[src/design/fpld_pkg.sv]
// Package for the fixed-point log / dB unit: constants, the work word
// passed between pipeline sections, and the rounding Q-multiply helper.
// No dependencies.
package fpld_pkg;

   localparam logic signed [31:0] INV_SQRT2_Q30      = 32'sd759250112;
   localparam logic signed [31:0] POLY_C5_Q26        = 32'sd75959200;
   localparam logic signed [31:0] EXP_TO_LOG10_Q26   = 32'sd20201782;
   localparam logic signed [31:0] SQRT2_EXP_STEP_Q25 = 32'sd16777216;
   localparam logic signed [31:0] FLOOR_DB_Q21       = -32'sd2097151999;
   localparam logic signed [31:0] LN10_Q29           = 32'sd1236190976;
   localparam logic signed [31:0] FLOOR_LN_Q26       = -32'sd2013265919;
   localparam logic signed [31:0] TWENTY_Q26         = 32'sd1342177280;

   // Horner steps, applied after the leading coefficient
   localparam int NUM_STEPS = 5;
   localparam logic signed [31:0] HORNER_COEF [NUM_STEPS] = '{
      -32'sd285795039,
       32'sd457435200,
      -32'sd410610303,
       32'sd244982704,
      -32'sd81731487
   };

   // mode codes
   localparam logic MODE_DB = 1'b0;
   localparam logic MODE_LN = 1'b1;

   typedef struct packed {
      logic              mode;      // MODE_DB or MODE_LN
      logic              floor_out; // input was zero or negative
      logic signed [31:0] mant;     // mantissa, Q30
      logic signed [31:0] ex_term;  // exponent times log10(2), Q26
      logic signed [31:0] acc;      // Horner accumulator, Q26
   } fpld_work_type;

   // round to nearest (ties up) after a right shift by s, keep low 32 bits
   function automatic logic signed [31:0] qround(input logic signed [63:0] p,
                                                 input int s);
      logic signed [63:0] bias;
      logic signed [63:0] rnd;
      bias = 64'sd1 <<< (s - 1);
      rnd  = (p + bias) >>> s;
      return rnd[31:0];
   endfunction

endpackage

[src/design/fpld_horner.sv]
// One Horner step: multiply the accumulator by the mantissa, round, add
// the step coefficient. Two register stages. Depends on fpld_pkg.
module fpld_horner
   import fpld_pkg::*;
(
   input  logic              clock,
   input  logic              reset,
   input  logic signed [31:0] coef_in,
   input  logic              in_valid,
   output logic              in_ready,
   input  fpld_work_type     in_work,
   output logic              out_valid,
   input  logic              out_ready,
   output fpld_work_type     out_work
);

   logic              vld_a_ff;
   logic              vld_b_ff;
   logic              adv_a;
   logic              adv_b;
   logic signed [63:0] prod_ff;
   logic signed [63:0] prod_in;
   fpld_work_type     work_a_ff;
   fpld_work_type     work_b_ff;
   fpld_work_type     work_b_in;

   assign adv_b     = !vld_b_ff || out_ready;
   assign adv_a     = !vld_a_ff || adv_b;
   assign in_ready  = adv_a;
   assign out_valid = vld_b_ff;
   assign out_work  = work_b_ff;

   assign prod_in = 64'($signed(in_work.acc)) * 64'($signed(in_work.mant));

   always_comb begin
      work_b_in     = work_a_ff;
      work_b_in.acc = qround(prod_ff, 30) + coef_in;
   end

   always_ff @(posedge clock) begin
      if (reset) begin
         vld_a_ff <= 1'b0;
         vld_b_ff <= 1'b0;
      end else begin
         if (adv_a) vld_a_ff <= in_valid;
         if (adv_b) vld_b_ff <= vld_a_ff;
      end
   end

   always_ff @(posedge clock) begin
      if (adv_a && in_valid) begin
         work_a_ff <= in_work;
         prod_ff   <= prod_in;
      end
      if (adv_b && vld_a_ff) begin
         work_b_ff <= work_b_in;
      end
   end

endmodule

[config.mk]
export PLATFORM = sky130hd
export DESIGN_NAME = fpld_horner
export DESIGN_NICKNAME = d
export VERILOG_FILES = /design/src/design/fpld_pkg.sv /design/src/design/fpld_horner.sv
export SDC_FILE = /design/constraint.sdc
export NUM_CORES = 2
export LEC_CHECK = 0
export BUFFER_PORTS_ARGS = -buffer_cell sky130_fd_sc_hd__clkbuf_2
export CORE_ASPECT_RATIO = 0.75
export CORE_MARGIN = 5
export CORE_UTILIZATION = 55
export CTS_CLUSTER_DIAMETER = 80
export DETAILED_ROUTE_END_ITERATION = 7
export PLACE_DENSITY = 0.73
export RECOVER_POWER = 50
export SYNTH_ARGS = -nofsm -noshare
export SYNTH_HDL_FRONTEND = slang
export SYNTH_SLANG_ARGS = --single-unit
[constraint.sdc]
create_clock -name clock -period 13.3 [get_ports clock]
set_clock_uncertainty 0.15 [all_clocks]
set_input_delay 2.66 -clock clock [delete_from_list [all_inputs] [get_ports clock]]
set_output_delay 2.66 -clock clock [all_outputs]
set_load 0.05 [all_outputs]
* Yosys cells after proc, flatten, opt, wreduce, memory -nomap -nowiden
Cells that the tools add are included.
** Word-level totals
- Word-level logic and storage cells :: 21
- Input port bits :: 134
- Output and inout bits :: 100
- Register bits after elaboration :: 228
** Cells by class
- $add $sub $neg :: 2
- Reduce and logical (&&, ||, !) cells :: 6
- $mul :: 1
** Operator list (number)
- 62-bit by 31-bit adder with 62-bit output (second input constant) :: 1
- 32-bit by 32-bit multiplier with 62-bit output :: 1
- 32-bit adder :: 1
- 1-bit logical AND :: 2
- 1-bit logical NOT :: 2
- 1-bit logical OR :: 2

* Logic depth before layout (Yosys ltp)
- Depth in word-level cells :: 4
- Depth in mapped cells :: 29
- Gate-level depth less buffers :: 27

* Worst setup path after synthesis
Ideal clock, no wire load.
- Path kind :: input-to-reg
- From :: input port in_work[31] (netlist name)
- To :: register prod_ff[61] (data pin)
- Stages :: 27
- Arrival :: 9858 ps
- Slack :: 3032 ps
- Path buffers :: 1
- Data required time :: 12890 ps
- Library setup time :: 260 ps
- Cell sequence :: buf_1 nand2_1 inv_1 fa_1 inv_1 fa_1 inv_1 fa_1 fa_1 inv_1 fa_1 inv_1 fa_1 inv_1 fa_1 inv_1 fa_1 ha_1 a21oi_1 o21bai_1 a21oi_1 o21bai_1 a21o_1 a221o_1 a31oi_1 o21ai_1 xnor2_1
** Between the ends
- Cells in the longest elaborated chain, start to end :: 1
** RTL lines
- start, declared :: line fpld_horner.sv:11 : input fpld_work_type in_work,
- 32-bit by 32-bit multiplier with 62-bit output :: line fpld_horner.sv:33 : assign prod_in = 64'($signed(in_work.acc)) * 64'($signed(in_work.mant));
- named net prod_in[61] :: line fpld_horner.sv:22 : logic signed [63:0] prod_in;
- end signal, assigned :: line fpld_horner.sv:53 : prod_ff <= prod_in;
- end, declared :: line fpld_horner.sv:21 : logic signed [63:0] prod_ff;
The timed path passes the listed nets, and every way through them passes these cells.
A chain may end at the register's enable or synchronous reset.

* Final worst setup path
- From :: input port in_work[67] (netlist name)
- To :: register prod_ff[61] (data pin)
Same word-level chain as after synthesis.

==> metrics.txt <==
Core ar. 0.0770 sq mm; Routed WL 111 mm; Post-synth EDFFs 197; routed via count 28800; Skew-Pair Late Insertion Delay 0.49 ns; Num CTS Buffers 17; Total Die Area 0.0833 sq mm; synth unique cells 53; area of the multi-input gates 0.0324 sq mm; Clock Path Buffers 2; port bufs 233; DRT iter0 DRCs 2172; hold crit path type reg -> reg; Critical Path Max Stage Delay 1.46 ns; slowest stage cell, crit path clkbuf_1; ANT nets after route 0; vias in the first global route 30900; Arr. time, crit path 11.92 ns; Initial Util 55.4%; failing checks capacitance limit, slew limit; largest net degree at the start of global routing 74; CTS root buf clkbuf_16; syn_area_per_cell 10.3 sq um; I/O pins 234; warnings from Yosys 0; Die Wd 332 um; Die H 251 um; worst slew pin tran 3.07 ns; CTS tree done; First-pass DRT Iterations 7; Synth Flop Type edfxtp_1; vias per std cell 5.44; GRT Total Usage 27.7%; CP Launch Type input pin; most common library cell in the layout ignoring fill and taps fa_1; final hold viol count 0; placed wire-length estimate 88.9 mm; Fillers 6449; WS Path Type in -> reg; final worst-path cycle share 89.0%; Remaining DRCs 0; layout cells sized above 1 4.98%; Post-synth ARST share 0%; global-route wire length before repair 178 mm; routability congestion estimate 0.943; worst reg2reg setup slack 8.87 ns; most frequent cells in the layout fa_1 (1062), inv_1 (944), nand2_1 (534); Avg WL per Cell 21.0 um; Seq/Total Area, Yosys 14.0%; final setup TNS 0 ns; nets 5647; fmax 84.4 MHz; Clock Pin Slew Worst Setup and Hold Paths 0.09 ns; total grt overflow 0; Site Rows 88; Max-Cap Viols 26; count of pins over their slew limit 866; outcome finished, violations left; H-tree levels 4; crit-path max FO 33; RSZ-0062 raised after global routing no; most frequent CP cell fa_1; TritonCTS Sinks 199; Final Setup Violations 0; min Tclk post-route 11.84 ns; Final Core Density 58.6%; initial antenna violation count 4; net count after synthesis 5561; Post-CTS Setup Repair Bufs 0; CP Capture Type register; Yosys reg bits 199; register area 0.00596 sq mm; cell count after synthesis 4156; # resized after CTS 0; Layout area overhead 5.75%; Worst EP required 13.38 ns; synthesized area 0.0427 sq mm; Post-CTS Hold Buffers 0; Rel. slew slack -105%
[registers in the layout, indices dropped and copies added (netlist names)]
signal / count
vld_a_ff: 1
work_a_ff: 66
prod_ff: 33
out_work: 98
out_valid: 1
[cell usage after synthesis, types with 4 or more instances]
cell,instances,area [sq um]
a21o_1,39,293
o21a_1,8,60.1
and4_1,5,43.8
nor2_1,54,203
o21bai_1,13,97.6
a21oi_1,69,345
edfxtp_1,197,5920
a211oi_1,8,60.1
xor2_1,29,254
o211ai_1,4,30.0
clkbuf_1,193,724
and2_1,510,3190
nand3_1,23,115
nand4_1,18,113
a221o_1,5,50.1
nand2_1,534,2000
a31oi_1,7,43.8
nor2b_1,33,206
o21ai_0,21,105
xnor2_1,84,736
and3_1,16,100
fa_1,1062,21300
o21ai_1,11,55.1
ha_1,209,2620
inv_1,944,3540
nor3_1,7,35.0
nand2b_1,12,75.1
[metrics by stage]
| step | hold slack (ns) | instance area (sq um) | setup slack (ns) | instances |
|---|---|---|---|---|
| 3_3_place_gp | 0.250 | 44600 | 2.10 | 5258 |
| 6_report | 0.265 | 45100 | 1.46 | 5291 |
| 4_1_cts | 0.263 | 45300 | 2.46 | 5290 |
| 2_1_floorplan | 0.250 | 42700 | 3.03 | 4156 |
| 3_5_place_dp | 0.255 | 44600 | 1.92 | 5258 |
| 5_1_grt | 0.269 | 45100 | 1.05 | 5290 |
[cell families (layout without fill, tap and decap cells)]
logic type	count (synthesis)	count (layout)	share of synthesized area [%]
mux	1	1	0.0235
flops	199	199	14.0
simple gates	1218	1218	14.4
compound gates	216	216	3.35
fa+ha+maj	1271	1271	56.0
xor+xnor	113	113	2.32
buf+inv	1138	1237	10.0
other cells	0	1	0
[critical path, delay by kind of cell]
family / cells / cell delay (ns)
XOR/XNOR: 1 / 0.15
AO/OA/AOI/OAI: 8 / 1.60
AND/OR/NAND/NOR: 1 / 0.37
adder cells (fa/ha/maj): 9 / 5.11
buffers and inverters: 6 / 1.98
[path summary, 6_finish.rpt]
check | cells past startpoint | endpoint | from
max | 25 | prod_ff[61]$_DFFE_PP_ | in_work[67]
min | 0 | out_work[92]$_DFFE_PP_ | work_a_ff[92]$_DFFE_PP_
max reg2reg | 16 | out_work[29]$_DFFE_PP_ | prod_ff[31]$_DFFE_PP_
min reg2reg | 0 | out_work[92]$_DFFE_PP_ | work_a_ff[92]$_DFFE_PP_
[area by class of cell]
class	count	share of cell area, %
antenna	1	0.00555
clock buffer	17	0.943
clock inverter	15	0.471
inverter	944	7.85
multi-input combinational	2819	71.9
sequential	199	13.2
tap	1035	2.87
timing repair buffer	261	2.76
[metal layers]
layer | share of wire (%) | global-route usage, %
met4 | 1.7 | 5.20
met1 | 43 | 40.5
met3 | 15 | 13.5
met2 | 41 | 37.9
met5 | 0 | 0
Power is not shown: default switching activity piles up to over one toggle a cycle in this logic, so the estimate is an artifact.
