<file path="src/design/fpld_pkg.sv">
// Package for the fixed-point log / dB unit: constants, the work word
// passed between pipeline sections, and the rounding Q-multiply helper.
// No dependencies.
package fpld_pkg;

   localparam logic signed [31:0] INV_SQRT2_Q30      = 32'sd759250112;
   localparam logic signed [31:0] POLY_C5_Q26        = 32'sd75959200;
   localparam logic signed [31:0] EXP_TO_LOG10_Q26   = 32'sd20201782;
   localparam logic signed [31:0] SQRT2_EXP_STEP_Q25 = 32'sd16777216;
   localparam logic signed [31:0] FLOOR_DB_Q21       = -32'sd2097151999;
   localparam logic signed [31:0] LN10_Q29           = 32'sd1236190976;
   localparam logic signed [31:0] FLOOR_LN_Q26       = -32'sd2013265919;
   localparam logic signed [31:0] TWENTY_Q26         = 32'sd1342177280;

   // Horner steps, applied after the leading coefficient
   localparam int NUM_STEPS = 5;
   localparam logic signed [31:0] HORNER_COEF [NUM_STEPS] = '{
      -32'sd285795039,
       32'sd457435200,
      -32'sd410610303,
       32'sd244982704,
      -32'sd81731487
   };

   // mode codes
   localparam logic MODE_DB = 1'b0;
   localparam logic MODE_LN = 1'b1;

   typedef struct packed {
      logic              mode;      // MODE_DB or MODE_LN
      logic              floor_out; // input was zero or negative
      logic signed [31:0] mant;     // mantissa, Q30
      logic signed [31:0] ex_term;  // exponent times log10(2), Q26
      logic signed [31:0] acc;      // Horner accumulator, Q26
   } fpld_work_type;

   // round to nearest (ties up) after a right shift by s, keep low 32 bits
   function automatic logic signed [31:0] qround(input logic signed [63:0] p,
                                                 input int s);
      logic signed [63:0] bias;
      logic signed [63:0] rnd;
      bias = 64'sd1 <<< (s - 1);
      rnd  = (p + bias) >>> s;
      return rnd[31:0];
   endfunction

endpackage

</file>
<file path="src/design/fpld_scale.sv">
// Output section: add the exponent term, scale by 20 or ln(10), round and
// substitute the floor for non-positive inputs. Depends on fpld_pkg.
module fpld_scale
   import fpld_pkg::*;
(
   input  logic              clock,
   input  logic              reset,
   input  logic              in_valid,
   output logic              in_ready,
   input  fpld_work_type     in_work,
   output logic              out_valid,
   input  logic              out_ready,
   output logic signed [31:0] out_value
);

   logic [2:0]        vld_ff;
   logic [2:0]        adv;

   logic              t0_mode_ff;
   logic              t0_floor_ff;
   logic signed [31:0] t0_sum_ff;

   logic              t1_mode_ff;
   logic              t1_floor_ff;
   logic signed [63:0] t1_prod_ff;
   logic signed [31:0] factor;

   logic signed [31:0] log_ff;
   logic signed [31:0] log_in;

   assign adv[2]    = !vld_ff[2] || out_ready;
   assign adv[1]    = !vld_ff[1] || adv[2];
   assign adv[0]    = !vld_ff[0] || adv[1];
   assign in_ready  = adv[0];
   assign out_valid = vld_ff[2];
   assign out_value = log_ff;

   assign factor = (t0_mode_ff == MODE_LN) ? LN10_Q29 : TWENTY_Q26;

   always_comb begin
      if (t1_floor_ff) begin
         log_in = (t1_mode_ff == MODE_LN) ? FLOOR_LN_Q26 : FLOOR_DB_Q21;
      end else if (t1_mode_ff == MODE_LN) begin
         log_in = qround(t1_prod_ff, 29);
      end else begin
         log_in = qround(t1_prod_ff, 31);
      end
   end

   always_ff @(posedge clock) begin
      if (reset) begin
         vld_ff <= '0;
      end else begin
         if (adv[0]) vld_ff[0] <= in_valid;
         if (adv[1]) vld_ff[1] <= vld_ff[0];
         if (adv[2]) vld_ff[2] <= vld_ff[1];
      end
   end

   always_ff @(posedge clock) begin
      if (adv[0] && in_valid) begin
         t0_mode_ff  <= in_work.mode;
         t0_floor_ff <= in_work.floor_out;
         t0_sum_ff   <= in_work.acc + in_work.ex_term;
      end
      if (adv[1] && vld_ff[0]) begin
         t1_mode_ff  <= t0_mode_ff;
         t1_floor_ff <= t0_floor_ff;
         t1_prod_ff  <= 64'(t0_sum_ff) * 64'(factor);
      end
      if (adv[2] && vld_ff[1]) begin
         log_ff <= log_in;
      end
   end

endmodule

</file>
<file path="config.mk">
export PLATFORM = sky130hd
export DESIGN_NAME = fpld_scale
export DESIGN_NICKNAME = d
export VERILOG_FILES = /design/src/design/fpld_pkg.sv /design/src/design/fpld_scale.sv
export SDC_FILE = /design/constraint.sdc
export NUM_CORES = 1
export LEC_CHECK = 0
export CAP_MARGIN = 30
export CORE_MARGIN = 2
export CORE_UTILIZATION = 40
export DETAILED_ROUTE_END_ITERATION = 8
export DONT_BUFFER_PORTS = 1
export PLACE_DENSITY = 0.62
export SLEW_MARGIN = 20
export SYNTH_ARGS = -nofsm -noshare
export SYNTH_HDL_FRONTEND = slang
export SYNTH_SLANG_ARGS = --single-unit
</file>
<file path="constraint.sdc">
create_clock -name clock -period 9.03 [get_ports clock]
set_input_delay 0.903 -clock clock [delete_from_list [all_inputs] [get_ports clock]]
set_output_delay 0.903 -clock clock [all_outputs]
set_load 0.005 [all_outputs]
</file>
# After elaboration in Yosys (flattened, before gate mapping)
# Index checks and enable logic that the tools add are counted.
dict set report classes {
  addsub 3
  n_bitwise 0
  n_eq_ne 0
  n_mul 1
  reduce_logical 9
  muxes 4
  n_lt_le_gt_ge 0
  div_mod_pow 0
  shift 0
}
# cell count
set op_table {}
lappend op_table {{two-way mux 32 bit} 2}
lappend op_table {{adder 63 x 32 -> 63 bit (second input constant)} 1}
lappend op_table {{multiplier 32 x 32 -> 63 bit} 1}
lappend op_table {{adder 61 x 30 -> 61 bit (second input constant)} 1}
lappend op_table {{adder 32 bit} 1}
lappend op_table {{two-way mux 29 bit} 1}
lappend op_table {{two-way mux 28 bit} 1}
lappend op_table {{logical AND 1 bit} 3}
lappend op_table {{logical NOT 1 bit} 3}
lappend op_table {{logical OR 1 bit} 3}
dict set report totals {
  mem_bits_ro 0
  wordCells 27
  register_bits 134
  output_inout_bits 34
  n_memories 0
  mem_bits_rw 0
  latch_bits 0
}

# Logic depth before layout (Yosys ltp)
dict set report depth {
  ltp_word 5
  depth_mapped 29
  mapped_depth_nobuf 26
}

# Worst setup path after synthesis
# Ideal clock, no wire load.
dict set report synth_timing {
  path_kind {register to register}
  startpoint {register t0_mode_ff}
  endpoint {register t1_prod_ff[59], data pin}
  setup_slack_ns 1.437
  path_stages_with_launch 23
  setup_ns 0.180
  t_required_ns 8.850
  arrival_time_ns 7.412
  cell_sequence {edfxtp_1 clkbuf_1 nand2_1 inv_1 ha_1 inv_1 fa_1 fa_1 inv_1 fa_1 fa_1 fa_1 fa_1 ha_1 ha_1 and2_1 and3_1 and2_1 o311ai_1 a21boi_1 a311o_1 a2111o_1 o311ai_1}
}
dict set report synth_via {
  elab_chain_cells 2
}
# item line
set synth_rtl {}
lappend synth_rtl {{start: declaration} fpld_scale.sv:19} ;# logic t0_mode_ff;
lappend synth_rtl {{start signal: assignment} fpld_scale.sv:62} ;# t0_mode_ff <= in_work.mode;
lappend synth_rtl {{two-way mux 29 bit} fpld_scale.sv:38} ;# assign factor = (t0_mode_ff == MODE_LN) ? LN10_Q29 : TWENTY_Q26;
lappend synth_rtl {{multiplier 32 x 32 -> 63 bit} fpld_scale.sv:69} ;# t1_prod_ff <= 64'(t0_sum_ff) * 64'(factor);
lappend synth_rtl {{end signal: assignment} fpld_scale.sv:69}
lappend synth_rtl {{end: declaration} fpld_scale.sv:25} ;# logic signed [63:0] t1_prod_ff;
# Every way passes these cells.
# A chain may end at the register's enable or synchronous reset.

# Final worst setup path
# Same ends and word-level chain as after synthesis.

==> out/results.ini <==
[global_routing]
grt_pass1_wl_um = 75400
globalRouteTotalUtil_pct = 18.0
grt_pass1_vias = 14400
antenna_found_initial = 0
grt_max_degree = 51
gr-total-overflow = 0

[synthesis]
synthArstFlopShare_pct = 0
synth_top_area_cell = fa_1
ys_dominant_reg_cell = edfxtp_1
synth-seq-cells = 106
ys_top_cells_by_count = inv_1 (446), fa_1 (345), ha_1 (325)
yosysMostFrequentCell = inv_1
ys_types = 79
synth_edf_count = 103
ys_seq_area_share_pct = 15.2
synthCells = 2002
syn-cell-area_um2 = 20800
synth_top_area_share_pct = 33.3
synth_area_leaders = fa_1 (33%), ha_1 (20%), edfxtp_1 (15%)
avgSynthCellArea_um2 = 10.4
ys_warn_count = 0

[floorplan]
rows = 83
dieHeight_um = 232
die-area_um2 = 53700
die_w_um = 232
start_util_pct = 40.5
io_pins = 136
core_um2 = 51300

[final_layout]
area_delta_synth_final_pct = 6.18
n_antenna_cell = 0
utilization_pct = 43.0
final_area_um2 = 22000
drive_gt1_share_pct = 3.10
final_nets = 2798

[run]
drv_cap = 0

[detailed_routing]
first_pass_iters = 7
drtAntennaViolNets = 0
wirelength_um = 46400
vias_per_cell = 4.97
drc = 0
routed-via-count = 13500
drtIter0Drc = 685
wl_per_cell_um = 17.1

[sta]
drv_slew = 0
post-route-min-period_ps = 8290
finClkSkew_ps = 19.2
fmax_mhz = 121
finalHoldViolCount = 0
setup_tns_ps = 0
max_slew.worst_pin.slew_ps = 871
rsz0062_at_grt = no
finalSetupViolCount = 0
fin_crit_sh_pct = 91.8
relSlewSlack_pct = 42.0

[worst_setup_path]
max_stage_delay_ps = 920
reg2regPathDepth = 24
cp_max_fo = 24
critical_path_class = register to register
end_kind = register
crit_top_cell = fa_1
critPathBufInv = 5
cpMaxStageDelayCell = edfxtp_1
arrival_ps = 8510
r2r-start = t0_mode_ff
cp-start-kind = register
startpoint = t0_mode_ff
worstPathRequired_ps = 9250
r2r_end = t1_prod_ff[59]
crit_chain = buf_4 -> and2_1 -> ha_1 -> nand2b_1 -> inv_1 -> fa_1 -> fa_1 -> inv_1 -> fa_1 -> fa_1 -> fa_1 -> inv_1 -> fa_1 -> inv_1 -> ha_1 -> ha_1 -> and3_1 -> and3_1 -> and2_1 -> o311ai_1 -> a21boi_1 -> a311o_1 -> a2111o_1 -> o311ai_1
reg2reg_slack_ps = 740
crit_family = adder cells

[clock_network]
cts_made_buffers = 9
worstSkewPairLatency_ps = 400
clock_sinks = 106
h-tree-depth = 3
cts_setup_buffers = 0
ctsHoldBuffers = 0
path_clk_slew_ps = 90
clock_path_buffers = 2
ctsRootBufferMaster = clkbuf_16
cts_tree = yes
cts_resized = 0

[worst_hold_path]
hp-class = register to register
holdPathEnd = t1_floor_ff
worstHoldPathCells = 0
min_from = t0_floor_ff

[placement]
globalplace.congestion = 0.931
io_buffers = 0
dpl_cell_area_um2 = 21800
hpwl_um = 41200

[status]
status = completed

## state kept, by name (all words and copies together) (netlist names)
signal	flops
out_value	32
t0_sum_ff	32
vld_ff	3
t1_prod_ff	35
t0_mode_ff	1
t1_floor_ff	1
t1_mode_ff	1
t0_floor_ff	1
## worst max-delay path by stage
stage	to	slack [ps]	cells after the start
after floorplan	t1_prod_ff[59]	1440	22
after global placement	t1_prod_ff[59]	860	24
after detailed placement	t1_prod_ff[59]	780	24
after CTS	t1_prod_ff[59]	760	24
after global routing	t1_prod_ff[59]	320	24
final	t1_prod_ff[59]	740	24
## cell usage in the layout (no fill, tap or decap), types with 22 or more instances in the layout
master and count:
xnor2_1 70, and3_1 22, edfxtp_1 103, a21o_1 32, xor2_1 54, fa_1 345
o21ai_0 57, a21oi_1 61, nand2_1 87, and2_1 43, conb_1 32, inv_1 446
nor2_1 74, ha_1 325
## area by class of cell
type | count | area [um^2]
Tap cell | 680 | 851
Timing Repair Buffer | 12 | 118
Sequential cell | 106 | 3150
Inverter | 446 | 1670
Multi-Input combinational cell | 1451 | 16000
Clock inverter | 7 | 70.1
Clock buffer | 9 | 225
Fill cell | 4912 | 29300
## worst reg2reg max path: cells and delay by family, from the launching register on
kind | cells | cell delay, ps
AND/OR/NAND/NOR | 5 | 1160
adder cells (fa/ha/maj) | 9 | 3940
flip-flops | 1 | 920
buffers and inverters | 5 | 650
AO/OA/AOI/OAI | 5 | 1430
## metal layers
layer	vias to the layer above	GRT usage, %	wire length (um)
met3	29	2.58	2240
met5	-	0	0
met2	294	29.4	21400
li1	6518	-	-
met4	0	4.23	623
met1	6621	25.2	22100
## logic make-up after synthesis
family                   synth area share (%)
XOR/XNOR                                 5.23
AND/OR/NAND/NOR                          7.94
multiplexers                             1.74
buffers and inverters                    8.65
AO/OA/AOI/OAI                            8.38
other                                  0.0362
flip-flops                               15.2
adder cells (fa/ha/maj)                  52.8
## metrics by stage
step                      cells  hold WS (ps)  worst slack, ps
final                      2711           432              738
after global routing       2711           436              323
after CTS                  2711           436              759
after detailed placement   2695           413              784
after global placement     2693           406              856
after floorplan            2032           400             1440
Power is left out: the tool's default activity adds up to more than one toggle a clock period on the data nets, which glitch-free logic cannot reach.
